--- src/design/brf_pkg.sv ---
// Shared constants and types for the block ring FIFO.
package brf_pkg;

    localparam int MAX_CAPACITY = 63;
    localparam int WORD_BITS    = 32;
    localparam int LEN_W        = 6;
    localparam int SLOTS        = MAX_CAPACITY + 1;
    localparam int PTR_W        = $clog2(SLOTS);
    localparam int SLOT_W       = $clog2(SLOTS + 1);
    localparam int CNT_W        = (SLOT_W > LEN_W) ? SLOT_W : LEN_W;

    localparam logic [LEN_W-1:0] CAP_RESET = LEN_W'(63);

    typedef enum logic [1:0] {
        OP_WRITE = 2'd0,
        OP_READ  = 2'd1,
        OP_PEEK  = 2'd2,
        OP_CLEAR = 2'd3
    } t_op;

endpackage

--- src/design/brf_ram.sv ---
// Simple dual-port RAM with one write port and one registered read port.
module brf_ram #(
    parameter int DEPTH = 64,
    parameter int WIDTH = 32,
    parameter int AW    = $clog2(DEPTH)
) (
    input  logic             i_clk,
    input  logic             i_we,
    input  logic [AW-1:0]    i_waddr,
    input  logic [WIDTH-1:0] i_wdata,
    input  logic [AW-1:0]    i_raddr,
    output logic [WIDTH-1:0] o_rdata
);

    logic [WIDTH-1:0] r_mem [DEPTH];
    logic [WIDTH-1:0] r_rdata;

    always_ff @(posedge i_clk) begin
        if (i_we) begin
            r_mem[i_waddr] <= i_wdata;
        end
        r_rdata <= r_mem[i_raddr];
    end

    assign o_rdata = r_rdata;

endmodule

--- src/design/block_ring_fifo_unit.sv ---
// Top level of the block ring FIFO: pointers, block-run control and read sequencer.
//
//  channel   direction  handshake                      payload
//  item      in         i_start, o_busy                i_op, i_word, i_length, i_block_start
//  result    out        o_strobe (one cycle, no stall) o_data_out, o_status, o_moved,
//                                                      o_used, o_last
//  config    in         i_cfg_valid, o_cfg_ready       i_cfg_data (capacity_in_use)
//
// Write and clear items: one result the cycle after accept; one item per cycle while not busy.
// Read/peek of n words: busy while the words are read, one word per cycle from the single
// RAM read port; a zero-length or over-long read/peek gives one result and no busy.
// Reset empties the FIFO and sets capacity 63; the RAM holds no reset value.
// Results cannot be stalled by the receiver.
module block_ring_fifo_unit
    import brf_pkg::*;
(
    input  logic                 i_clk,
    input  logic                 i_rst_n,
    input  logic                 i_start,
    output logic                 o_busy,
    input  logic [1:0]           i_op,
    input  logic [WORD_BITS-1:0] i_word,
    input  logic [LEN_W-1:0]     i_length,
    input  logic                 i_block_start,
    output logic                 o_strobe,
    output logic [WORD_BITS-1:0] o_data_out,
    output logic                 o_status,
    output logic [LEN_W-1:0]     o_moved,
    output logic [LEN_W-1:0]     o_used,
    output logic                 o_last,
    input  logic                 i_cfg_valid,
    output logic                 o_cfg_ready,
    input  logic [LEN_W-1:0]     i_cfg_data
);

    typedef enum logic {
        ST_IDLE,
        ST_READ
    } t_state;

    t_state               r_state, n_state;
    logic [SLOT_W-1:0]    r_slots, n_slots;
    logic [PTR_W-1:0]     r_wptr, n_wptr;
    logic [PTR_W-1:0]     r_rptr, n_rptr;
    logic [PTR_W-1:0]     r_p, n_p;
    logic [LEN_W-1:0]     r_left, n_left;
    logic                 r_drop, n_drop;
    logic [LEN_W-1:0]     r_count, n_count;
    logic [LEN_W-1:0]     r_rleft, n_rleft;
    logic [LEN_W-1:0]     r_rlen, n_rlen;
    logic [LEN_W-1:0]     r_after, n_after;
    logic                 r_o_strobe, n_o_strobe;
    logic                 r_o_sel, n_o_sel;
    logic                 r_o_status, n_o_status;
    logic [LEN_W-1:0]     r_o_moved, n_o_moved;
    logic [LEN_W-1:0]     r_o_used, n_o_used;
    logic                 r_o_last, n_o_last;

    logic                 ram_we;
    logic [PTR_W-1:0]     ram_raddr;
    logic [WORD_BITS-1:0] ram_rdata;

    logic                 accept;
    logic                 cfg_acc;
    logic [CNT_W-1:0]     held;
    logic [CNT_W-1:0]     len_x;
    logic [CNT_W-1:0]     free_x;
    logic [PTR_W-1:0]     adv_w;
    logic [CNT_W:0]       rsum;
    logic [PTR_W-1:0]     rp_wrap;
    logic [LEN_W-1:0]     w_left;
    logic                 w_drop;
    logic [LEN_W-1:0]     w_count;
    logic                 w_last;

    function automatic logic [SLOT_W-1:0] f_slots(logic [LEN_W-1:0] v);
        logic [CNT_W-1:0] c;
        c = CNT_W'(v);
        if (c == '0) begin
            c = CNT_W'(1);
        end else if (c > CNT_W'(MAX_CAPACITY)) begin
            c = CNT_W'(MAX_CAPACITY);
        end
        return SLOT_W'(c + CNT_W'(1));
    endfunction

    function automatic logic [CNT_W-1:0] f_used(logic [PTR_W-1:0] w, logic [PTR_W-1:0] r,
                                                logic [SLOT_W-1:0] s);
        logic [CNT_W-1:0] wx;
        logic [CNT_W-1:0] rx;
        wx = CNT_W'(w);
        rx = CNT_W'(r);
        return (w >= r) ? (wx - rx) : (wx + CNT_W'(s) - rx);
    endfunction

    function automatic logic [PTR_W-1:0] f_adv(logic [PTR_W-1:0] p, logic [SLOT_W-1:0] s);
        logic [SLOT_W-1:0] nx;
        nx = SLOT_W'(p) + SLOT_W'(1);
        return (nx == s) ? '0 : nx[PTR_W-1:0];
    endfunction

    brf_ram #(
        .DEPTH (SLOTS),
        .WIDTH (WORD_BITS),
        .AW    (PTR_W)
    ) u_ram (
        .i_clk   (i_clk),
        .i_we    (ram_we),
        .i_waddr (r_wptr),
        .i_wdata (i_word),
        .i_raddr (ram_raddr),
        .o_rdata (ram_rdata)
    );

    assign o_busy      = (r_state == ST_READ);
    assign o_cfg_ready = (r_state == ST_IDLE) && !i_start;
    assign accept      = i_start && (r_state == ST_IDLE);
    assign cfg_acc     = i_cfg_valid && o_cfg_ready;

    assign held    = f_used(r_wptr, r_rptr, r_slots);
    assign len_x   = CNT_W'(i_length);
    assign free_x  = CNT_W'(r_slots) - CNT_W'(1) - held;
    assign adv_w   = f_adv(r_wptr, r_slots);
    assign rsum    = (CNT_W+1)'(r_rptr) + (CNT_W+1)'(i_length);
    assign rp_wrap = (rsum >= (CNT_W+1)'(r_slots)) ? PTR_W'(rsum - (CNT_W+1)'(r_slots))
                                                     : PTR_W'(rsum);

    always_comb begin
        n_state    = r_state;
        n_slots    = r_slots;
        n_wptr     = r_wptr;
        n_rptr     = r_rptr;
        n_p        = r_p;
        n_left     = r_left;
        n_drop     = r_drop;
        n_count    = r_count;
        n_rleft    = r_rleft;
        n_rlen     = r_rlen;
        n_after    = r_after;
        n_o_strobe = 1'b0;
        n_o_sel    = 1'b0;
        n_o_status = 1'b0;
        n_o_moved  = '0;
        n_o_used   = r_o_used;
        n_o_last   = 1'b0;
        ram_we     = 1'b0;
        ram_raddr  = r_p;
        w_count    = i_block_start ? '0 : r_count;
        w_drop     = i_block_start ? (len_x > free_x) : r_drop;
        w_left     = (i_block_start ? i_length : r_left) - LEN_W'(1);
        w_last     = (w_left == '0);

        unique case (r_state)
            ST_IDLE: begin
                if (cfg_acc) begin
                    n_slots = f_slots(i_cfg_data);
                    n_wptr  = '0;
                    n_rptr  = '0;
                    n_left  = '0;
                    n_drop  = 1'b0;
                    n_count = '0;
                end else if (accept) begin
                    unique case (t_op'(i_op))
                        OP_CLEAR: begin
                            n_wptr     = '0;
                            n_rptr     = '0;
                            n_left     = '0;
                            n_drop     = 1'b0;
                            n_count    = '0;
                            n_o_strobe = 1'b1;
                            n_o_used   = '0;
                            n_o_last   = 1'b1;
                        end
                        OP_WRITE: begin
                            n_o_strobe = 1'b1;
                            priority if (i_block_start && (i_length == '0)) begin
                                n_left   = '0;
                                n_drop   = 1'b0;
                                n_count  = '0;
                                n_o_used = held[LEN_W-1:0];
                                n_o_last = 1'b1;
                            end else if (!i_block_start && (r_left == '0)) begin
                                n_o_status = 1'b1;
                                n_o_used   = held[LEN_W-1:0];
                                n_o_last   = 1'b1;
                            end else begin
                                if (w_drop || (adv_w == r_rptr)) begin
                                    n_o_status = 1'b1;
                                end else begin
                                    ram_we    = 1'b1;
                                    n_wptr    = adv_w;
                                    w_count   = w_count + LEN_W'(1);
                                    n_o_moved = w_last ? w_count : '0;
                                end
                                n_drop   = w_last ? 1'b0 : w_drop;
                                n_left   = w_left;
                                n_count  = w_count;
                                n_o_last = w_last;
                                n_o_used = LEN_W'(f_used(n_wptr, r_rptr, r_slots));
                            end
                        end
                        OP_READ, OP_PEEK: begin
                            priority if (len_x > held) begin
                                n_o_strobe = 1'b1;
                                n_o_status = 1'b1;
                                n_o_used   = held[LEN_W-1:0];
                                n_o_last   = 1'b1;
                            end else if (i_length == '0) begin
                                n_o_strobe = 1'b1;
                                n_o_used   = held[LEN_W-1:0];
                                n_o_last   = 1'b1;
                            end else begin
                                n_state = ST_READ;
                                n_p     = r_rptr;
                                n_rleft = i_length;
                                n_rlen  = i_length;
                                if (t_op'(i_op) == OP_READ) begin
                                    n_after = LEN_W'(held - len_x);
                                    n_rptr  = rp_wrap;
                                end else begin
                                    n_after = held[LEN_W-1:0];
                                end
                            end
                        end
                        default: begin
                        end
                    endcase
                end
            end
            ST_READ: begin
                ram_raddr  = r_p;
                n_p        = f_adv(r_p, r_slots);
                n_rleft    = r_rleft - LEN_W'(1);
                n_o_strobe = 1'b1;
                n_o_sel    = 1'b1;
                n_o_used   = r_after;
                n_o_last   = (r_rleft == LEN_W'(1));
                n_o_moved  = (r_rleft == LEN_W'(1)) ? r_rlen : '0;
                if (r_rleft == LEN_W'(1)) begin
                    n_state = ST_IDLE;
                end
            end
            default: begin
                n_state = ST_IDLE;
            end
        endcase
    end

    always_ff @(posedge i_clk) begin
        if (!i_rst_n) begin
            r_state    <= ST_IDLE;
            r_slots    <= f_slots(CAP_RESET);
            r_wptr     <= '0;
            r_rptr     <= '0;
            r_left     <= '0;
            r_drop     <= 1'b0;
            r_count    <= '0;
            r_rleft    <= '0;
            r_o_strobe <= 1'b0;
            r_o_sel    <= 1'b0;
        end else begin
            r_state    <= n_state;
            r_slots    <= n_slots;
            r_wptr     <= n_wptr;
            r_rptr     <= n_rptr;
            r_left     <= n_left;
            r_drop     <= n_drop;
            r_count    <= n_count;
            r_rleft    <= n_rleft;
            r_o_strobe <= n_o_strobe;
            r_o_sel    <= n_o_sel;
        end
        r_p        <= n_p;
        r_rlen     <= n_rlen;
        r_after    <= n_after;
        r_o_status <= n_o_status;
        r_o_moved  <= n_o_moved;
        r_o_used   <= n_o_used;
        r_o_last   <= n_o_last;
    end

    assign o_strobe   = r_o_strobe;
    assign o_data_out = r_o_sel ? ram_rdata : '0;
    assign o_status   = r_o_status;
    assign o_moved    = r_o_moved;
    assign o_used     = r_o_used;
    assign o_last     = r_o_last;

endmodule

--- config.mk ---
export PLATFORM = sky130hd
export DESIGN_NAME = block_ring_fifo_unit
export DESIGN_NICKNAME = d
export VERILOG_FILES = /design/src/design/brf_pkg.sv /design/src/design/brf_ram.sv /design/src/design/block_ring_fifo_unit.sv
export SDC_FILE = /design/constraint.sdc
export NUM_CORES = 2
export LEC_CHECK = 0
export BUFFER_PORTS_ARGS = -buffer_cell sky130_fd_sc_hd__buf_2
export CORE_UTILIZATION = 40
export DETAILED_ROUTE_END_ITERATION = 7
export PLACE_DENSITY_LB_ADDON = 0.2
export SLEW_MARGIN = 15
export SYNTH_ARGS = -nofsm -noshare
export SYNTH_HDL_FRONTEND = slang
export SYNTH_SLANG_ARGS = --single-unit
export TNS_END_PERCENT = 10
--- constraint.sdc ---
create_clock -name i_clk -period 18.2 [get_ports i_clk]
set_input_delay 0.91 -clock i_clk [delete_from_list [all_inputs] [get_ports i_clk]]
set_output_delay 0.91 -clock i_clk [all_outputs]
set_load 0.05 [all_outputs]
==> flow_results.org <==
** Status
- The run finished with clean final reports.

** Setup path
- Tracing the worst setup path back leads to its startpoint at r_wptr[5].
- The worst setup path is launched from a flip-flop.
- Most common cell on crit path :: sky130_fd_sc_hd__a21oi_1
- The slowest stage of the critical path is the sky130_fd_sc_hd__dfxtp_1 cell.
- Reg-to-reg endpoint :: o_used[5]
- The critical path in this run is classified as flip-flop to flip-flop.
- In this run the worst path has a maximum fanout of 14.
- Measured in cells, the most critical reg-to-reg path has a length of 31.
- Following the worst setup path forward leads to its endpoint at o_used[5].
- Data required time at the worst endpoint :: around 19 ns
- CP arrival :: approximately 9.1 ns
- Critical path capture point type :: flip-flop
- Critical Path Max Stage Delay :: roughly 0.66 ns
- The worst register-to-register path begins at r_wptr[5].
- The worst register-to-register path has a setup slack of roughly 9.6 ns.

** Timing
- Setup repair after global routing missed its margin :: false
- Final max-slew violation count :: 0
- Between clock sinks in the finished design, the worst skew comes to 0.0822 ns.
- Worst Hold Slack :: 0.424 ns
- Based on the critical path, the design can be clocked at up to roughly 120 MHz.
- The smallest clock period supported by the final layout is computed as 8.56 ns.
- Max-Slew Margin vs Limit :: between 20 and 25%
- Final hold viol count :: 0
- Setup violations remaining at the end of the flow were counted as 0.
- After routing, the total negative slack on setup checks comes to 0 ns.
- Worst-Margin Slew :: 1.16 ns
- Part of the cycle the worst path needs :: a little under half

** Floorplanning
- Die outline width :: 464 um
- Vert. Die Dim :: 464 um
- # rows :: ~170
- Once the floorplan was initialized, standard cells occupied 40.2% of the core.
- Area of the die :: 215000 um^2
- I/O pin cnt :: 100
- CORE AREA :: between 200000 and 250000 um^2

** Power and ir drop
- Dividing total power by cell area gives a power density of ~110 nW/um^2.
- Summed over all nets, the switching power comes to around 2.4 mW.
- Net switching is roughly 23% of the power.
- Power Internal :: just over 8 mW
- Of the total power, combinational logic draws 8.3%.
- The analysis attributes to cell leakage a power of ~30 nW.
- Maximum vdd drop :: 97.5 uV
- Clock network power share :: around two fifths
- Seq pwr share :: between 50% and 60%

** Logic synthesis
- EDFF count, synth :: slightly above 2000
- Count of mapped cells out of synthesis :: between 3000 and 4000
- The number of nets in the synthesized netlist is slightly below 4000.
- Post-synth top cells :: sky130_fd_sc_hd__edfxtp_1, sky130_fd_sc_hd__mux4_2, sky130_fd_sc_hd__nor2_1
- Top cells by area, synth :: sky130_fd_sc_hd__edfxtp_1, sky130_fd_sc_hd__mux4_2, sky130_fd_sc_hd__dfxtp_1, sky130_fd_sc_hd__ha_1, sky130_fd_sc_hd__nor2_1
- In the synthesized netlist the async set-or-reset flop fraction comes to 0%.
- Main synth FF type :: sky130_fd_sc_hd__edfxtp_1
- Sequential area share after synthesis :: 74.9%
- Cell type contributing the most total cell area after synthesis :: sky130_fd_sc_hd__edfxtp_1
- Synthesized area per cell :: 22.2 um^2
- Summing every instance area after synthesis gives between 80000 and 90000 um^2.
- Among all cell types in the netlist, the one instantiated most often is sky130_fd_sc_hd__edfxtp_1.
- Number of unique standard cell types used by synthesis :: 80
- Of the post-synthesis cell area, the dominant cell type holds between 70% and 80%.
- During synthesis, Yosys emitted a total of 0 warnings.
- Number of storage elements in the synthesis netlist :: around 2200

** Finish
- Cells with a size suffix above 1 make up just under 30% of the layout.
- At the end of the flow, the number of nets in the layout was 4207.
- Once layout is complete, the utilization of the core stands at a little under half.
- Final instance count without filler cells :: roughly 7100
- The multi-input combinational cells in the finished layout cover a total of between 20000 and 25000 um^2.
- Area taken by flip-flops and latches :: between 60000 and 70000 um^2
- Synthesis-to-layout area growth :: 13.7%
- Layout filler cell count :: between 15000 and 20000

** CTS
- TritonCTS clock tree :: yes
- Post-CTS repair changed the size of 0 cells.
- In this run the clock root is driven by a sky130_fd_sc_hd__clkbuf_16.
- In this run, post-CTS hold repair placed 0 buffers.
- Clock tree synthesis found a total of 2153 sinks.
- Clock latency of the later-clocked register in the worst-skew pair :: about 0.89 ns
- Clock-pin slew was measured on the worst setup and hold paths at approximately 0.070 ns.
- Post-CTS setup repair buffer count :: 0
- CTS max path bufs :: 3
- Number of CTS-inserted buffers :: between 200 and 250
- The H-tree was split into 4 levels.

** Flow run
- Across the run, the number of max-cap violations was 0.

** GRT
- Total Routing Usage GR :: between 20% and 30%
- Global routing finished with a remaining overflow of 0.
- Via count of the first global-routing pass :: roughly 42000
- The number of antenna violations at the first check in global routing is 24.
- Pin count of the biggest net entering global routing :: about 130
- First-pass GRT wire length :: 323000 um

** Placed design
- RePlAce Congestion :: 0.850
- Half-perimeter wire length after detailed placement :: roughly 120000 um
- After detailed placement, the design holds a cell count of between 6000 and 7000.
- Port buffering added between 90 and 100 buffers.

** Routing
- Via total after detailed routing :: 40921
- Routed wire length :: ~230000 um
- After detailed routing, the number of vias per cell comes to about 5.8.
- After detailed routing, the number of remaining DRC violations is 0.
- Initial detailed-routing violation count :: 4248
- Routed Antenna Nets :: 0
- First-pass iteration count of the detailed router :: 7
- Dividing the detail-routed wire length by the instance count gives around 32 um.

** Hold path
- Number of cells on the worst hold path :: 3
- In this run the worst hold path is classified as input port to flip-flop.
routing by layer:
layer | global-route usage, % | vias up | routed length [um]
li1 | - | 16694 | -
met1 | 30.5 | 22561 | 98800
met2 | 34.1 | 1381 | 110000
met3 | 3.16 | 283 | 13000
met4 | 5.72 | 2 | 5650
met5 | 0 | - | 17
kinds of logic (layout without fill, tap and decap cells):
kind of cell / Yosys count / after routing / synth area share, %
AO/OA/AOI/OAI: 214 / 214 / 1.71
XOR/XNOR: 66 / 66 / 0.712
adder cells (fa/ha/maj): 87 / 87 / 1.42
buffers and inverters: 263 / 680 / 1.19
flip-flops: 2153 / 2153 / 74.9
multiplexers: 692 / 692 / 18.0
other: 0 / 9 / 0
AND/OR/NAND/NOR: 357 / 357 / 2.06
final cells by class:
cell class                 instances  area share, %
multi-input combinational       1416           21.5
clock inverter                   106           1.17
clock buffer                     290           6.01
timing repair buffer             208           1.46
antenna                            9         0.0232
tap                             2821           3.64
inverter                          76          0.294
sequential                      2153           65.9
metrics by stage:
| stage | total power [mW] | worst slack [ns] | area (um^2) |
|---|---|---|---|
| 5_1_grt | 11.1 | 9.01 | 96900 |
| 6_report | 10.7 | 9.64 | 96900 |
| 4_1_cts | 10.8 | 9.76 | 96800 |
| 3_5_place_dp | 6.50 | 9.78 | 89900 |
| 3_3_place_gp | 6.50 | 9.85 | 89900 |
| 2_1_floorplan | 6.16 | 11.10 | 85200 |
registers in the layout (all words and copies together), names as in the netlist:
register / flops
o_strobe: 1
r_p: 6
u_ram.o_rdata: 32
r_rleft: 6
o_status: 1
r_wptr: 6
r_after: 6
r_rlen: 6
r_left: 6
o_last: 1
r_count: 6
r_rptr: 6
o_moved: 6
r_o_sel: 1
r_drop: 1
r_slots: 7
o_busy: 1
o_used: 6
u_ram.r_mem: 2048
cells in the final DEF (no fill, tap or decap), types with 10 or more instances in the layout:
cell and count:
sky130_fd_sc_hd__edfxtp_1 2072, sky130_fd_sc_hd__mux4_2 672, sky130_fd_sc_hd__clkbuf_16 217, sky130_fd_sc_hd__buf_4 108, sky130_fd_sc_hd__buf_2 93, sky130_fd_sc_hd__dfxtp_1 80, sky130_fd_sc_hd__inv_1 73, sky130_fd_sc_hd__ha_1 70
sky130_fd_sc_hd__nor2_1 68, sky130_fd_sc_hd__nor2_4 64, sky130_fd_sc_hd__clkbuf_1 61, sky130_fd_sc_hd__nand2_1 55, sky130_fd_sc_hd__a21oi_1 50, sky130_fd_sc_hd__and2_1 41, sky130_fd_sc_hd__clkinv_1 39, sky130_fd_sc_hd__xnor2_1 39
sky130_fd_sc_hd__o21ai_0 34, sky130_fd_sc_hd__clkinv_2 34, sky130_fd_sc_hd__nand3_1 33, sky130_fd_sc_hd__xor2_1 24, sky130_fd_sc_hd__nor3_1 22, sky130_fd_sc_hd__a21o_1 16, sky130_fd_sc_hd__fa_1 16, sky130_fd_sc_hd__nor2b_1 15
sky130_fd_sc_hd__mux2i_1 15, sky130_fd_sc_hd__o22ai_1 14, sky130_fd_sc_hd__bufinv_16 13, sky130_fd_sc_hd__clkbuf_8 12, sky130_fd_sc_hd__a211oi_1 11, sky130_fd_sc_hd__clkinv_16 11, sky130_fd_sc_hd__a31oi_1 10
critical path, delay by kind of cell, from the launching register on:
| family | cells | cell delay (ns) |
|---|---|---|
| mux | 1 | 0.06 |
| simple gates | 7 | 1.53 |
| buf+inv | 1 | 0.19 |
| flops | 1 | 0.66 |
| xor+xnor | 2 | 0.38 |
| fa+ha+maj | 6 | 2.18 |
| compound gates | 14 | 3.29 |
worst min path at each step:
stage	startpoint	end	slack, ns
2_1_floorplan	r_rlen[3]	o_moved[3]	0.42
3_3_place_gp	r_count[0]	r_count[0]	0.46
3_5_place_dp	r_count[0]	r_count[0]	0.47
4_1_cts	i_cfg_data[5]	r_slots[6]	0.36
5_1_grt	i_cfg_data[5]	r_slots[6]	0.41
6_report	i_cfg_data[5]	r_slots[6]	0.42
power groups by stage:
| stage | Sequential [mW] | Combinational [mW] | Clock, mW |
|---|---|---|---|
| 2_1_floorplan | 5.59 | 0.569 | 0 |
| 3_3_place_gp | 5.59 | 0.905 | 0 |
| 3_5_place_dp | 5.59 | 0.906 | 0 |
| 4_1_cts | 5.49 | 0.908 | 4.44 |
| 5_1_grt | 5.49 | 0.953 | 4.61 |
| 6_report | 5.49 | 0.891 | 4.35 |
Note: power is estimated with default switching activity, not from simulation.
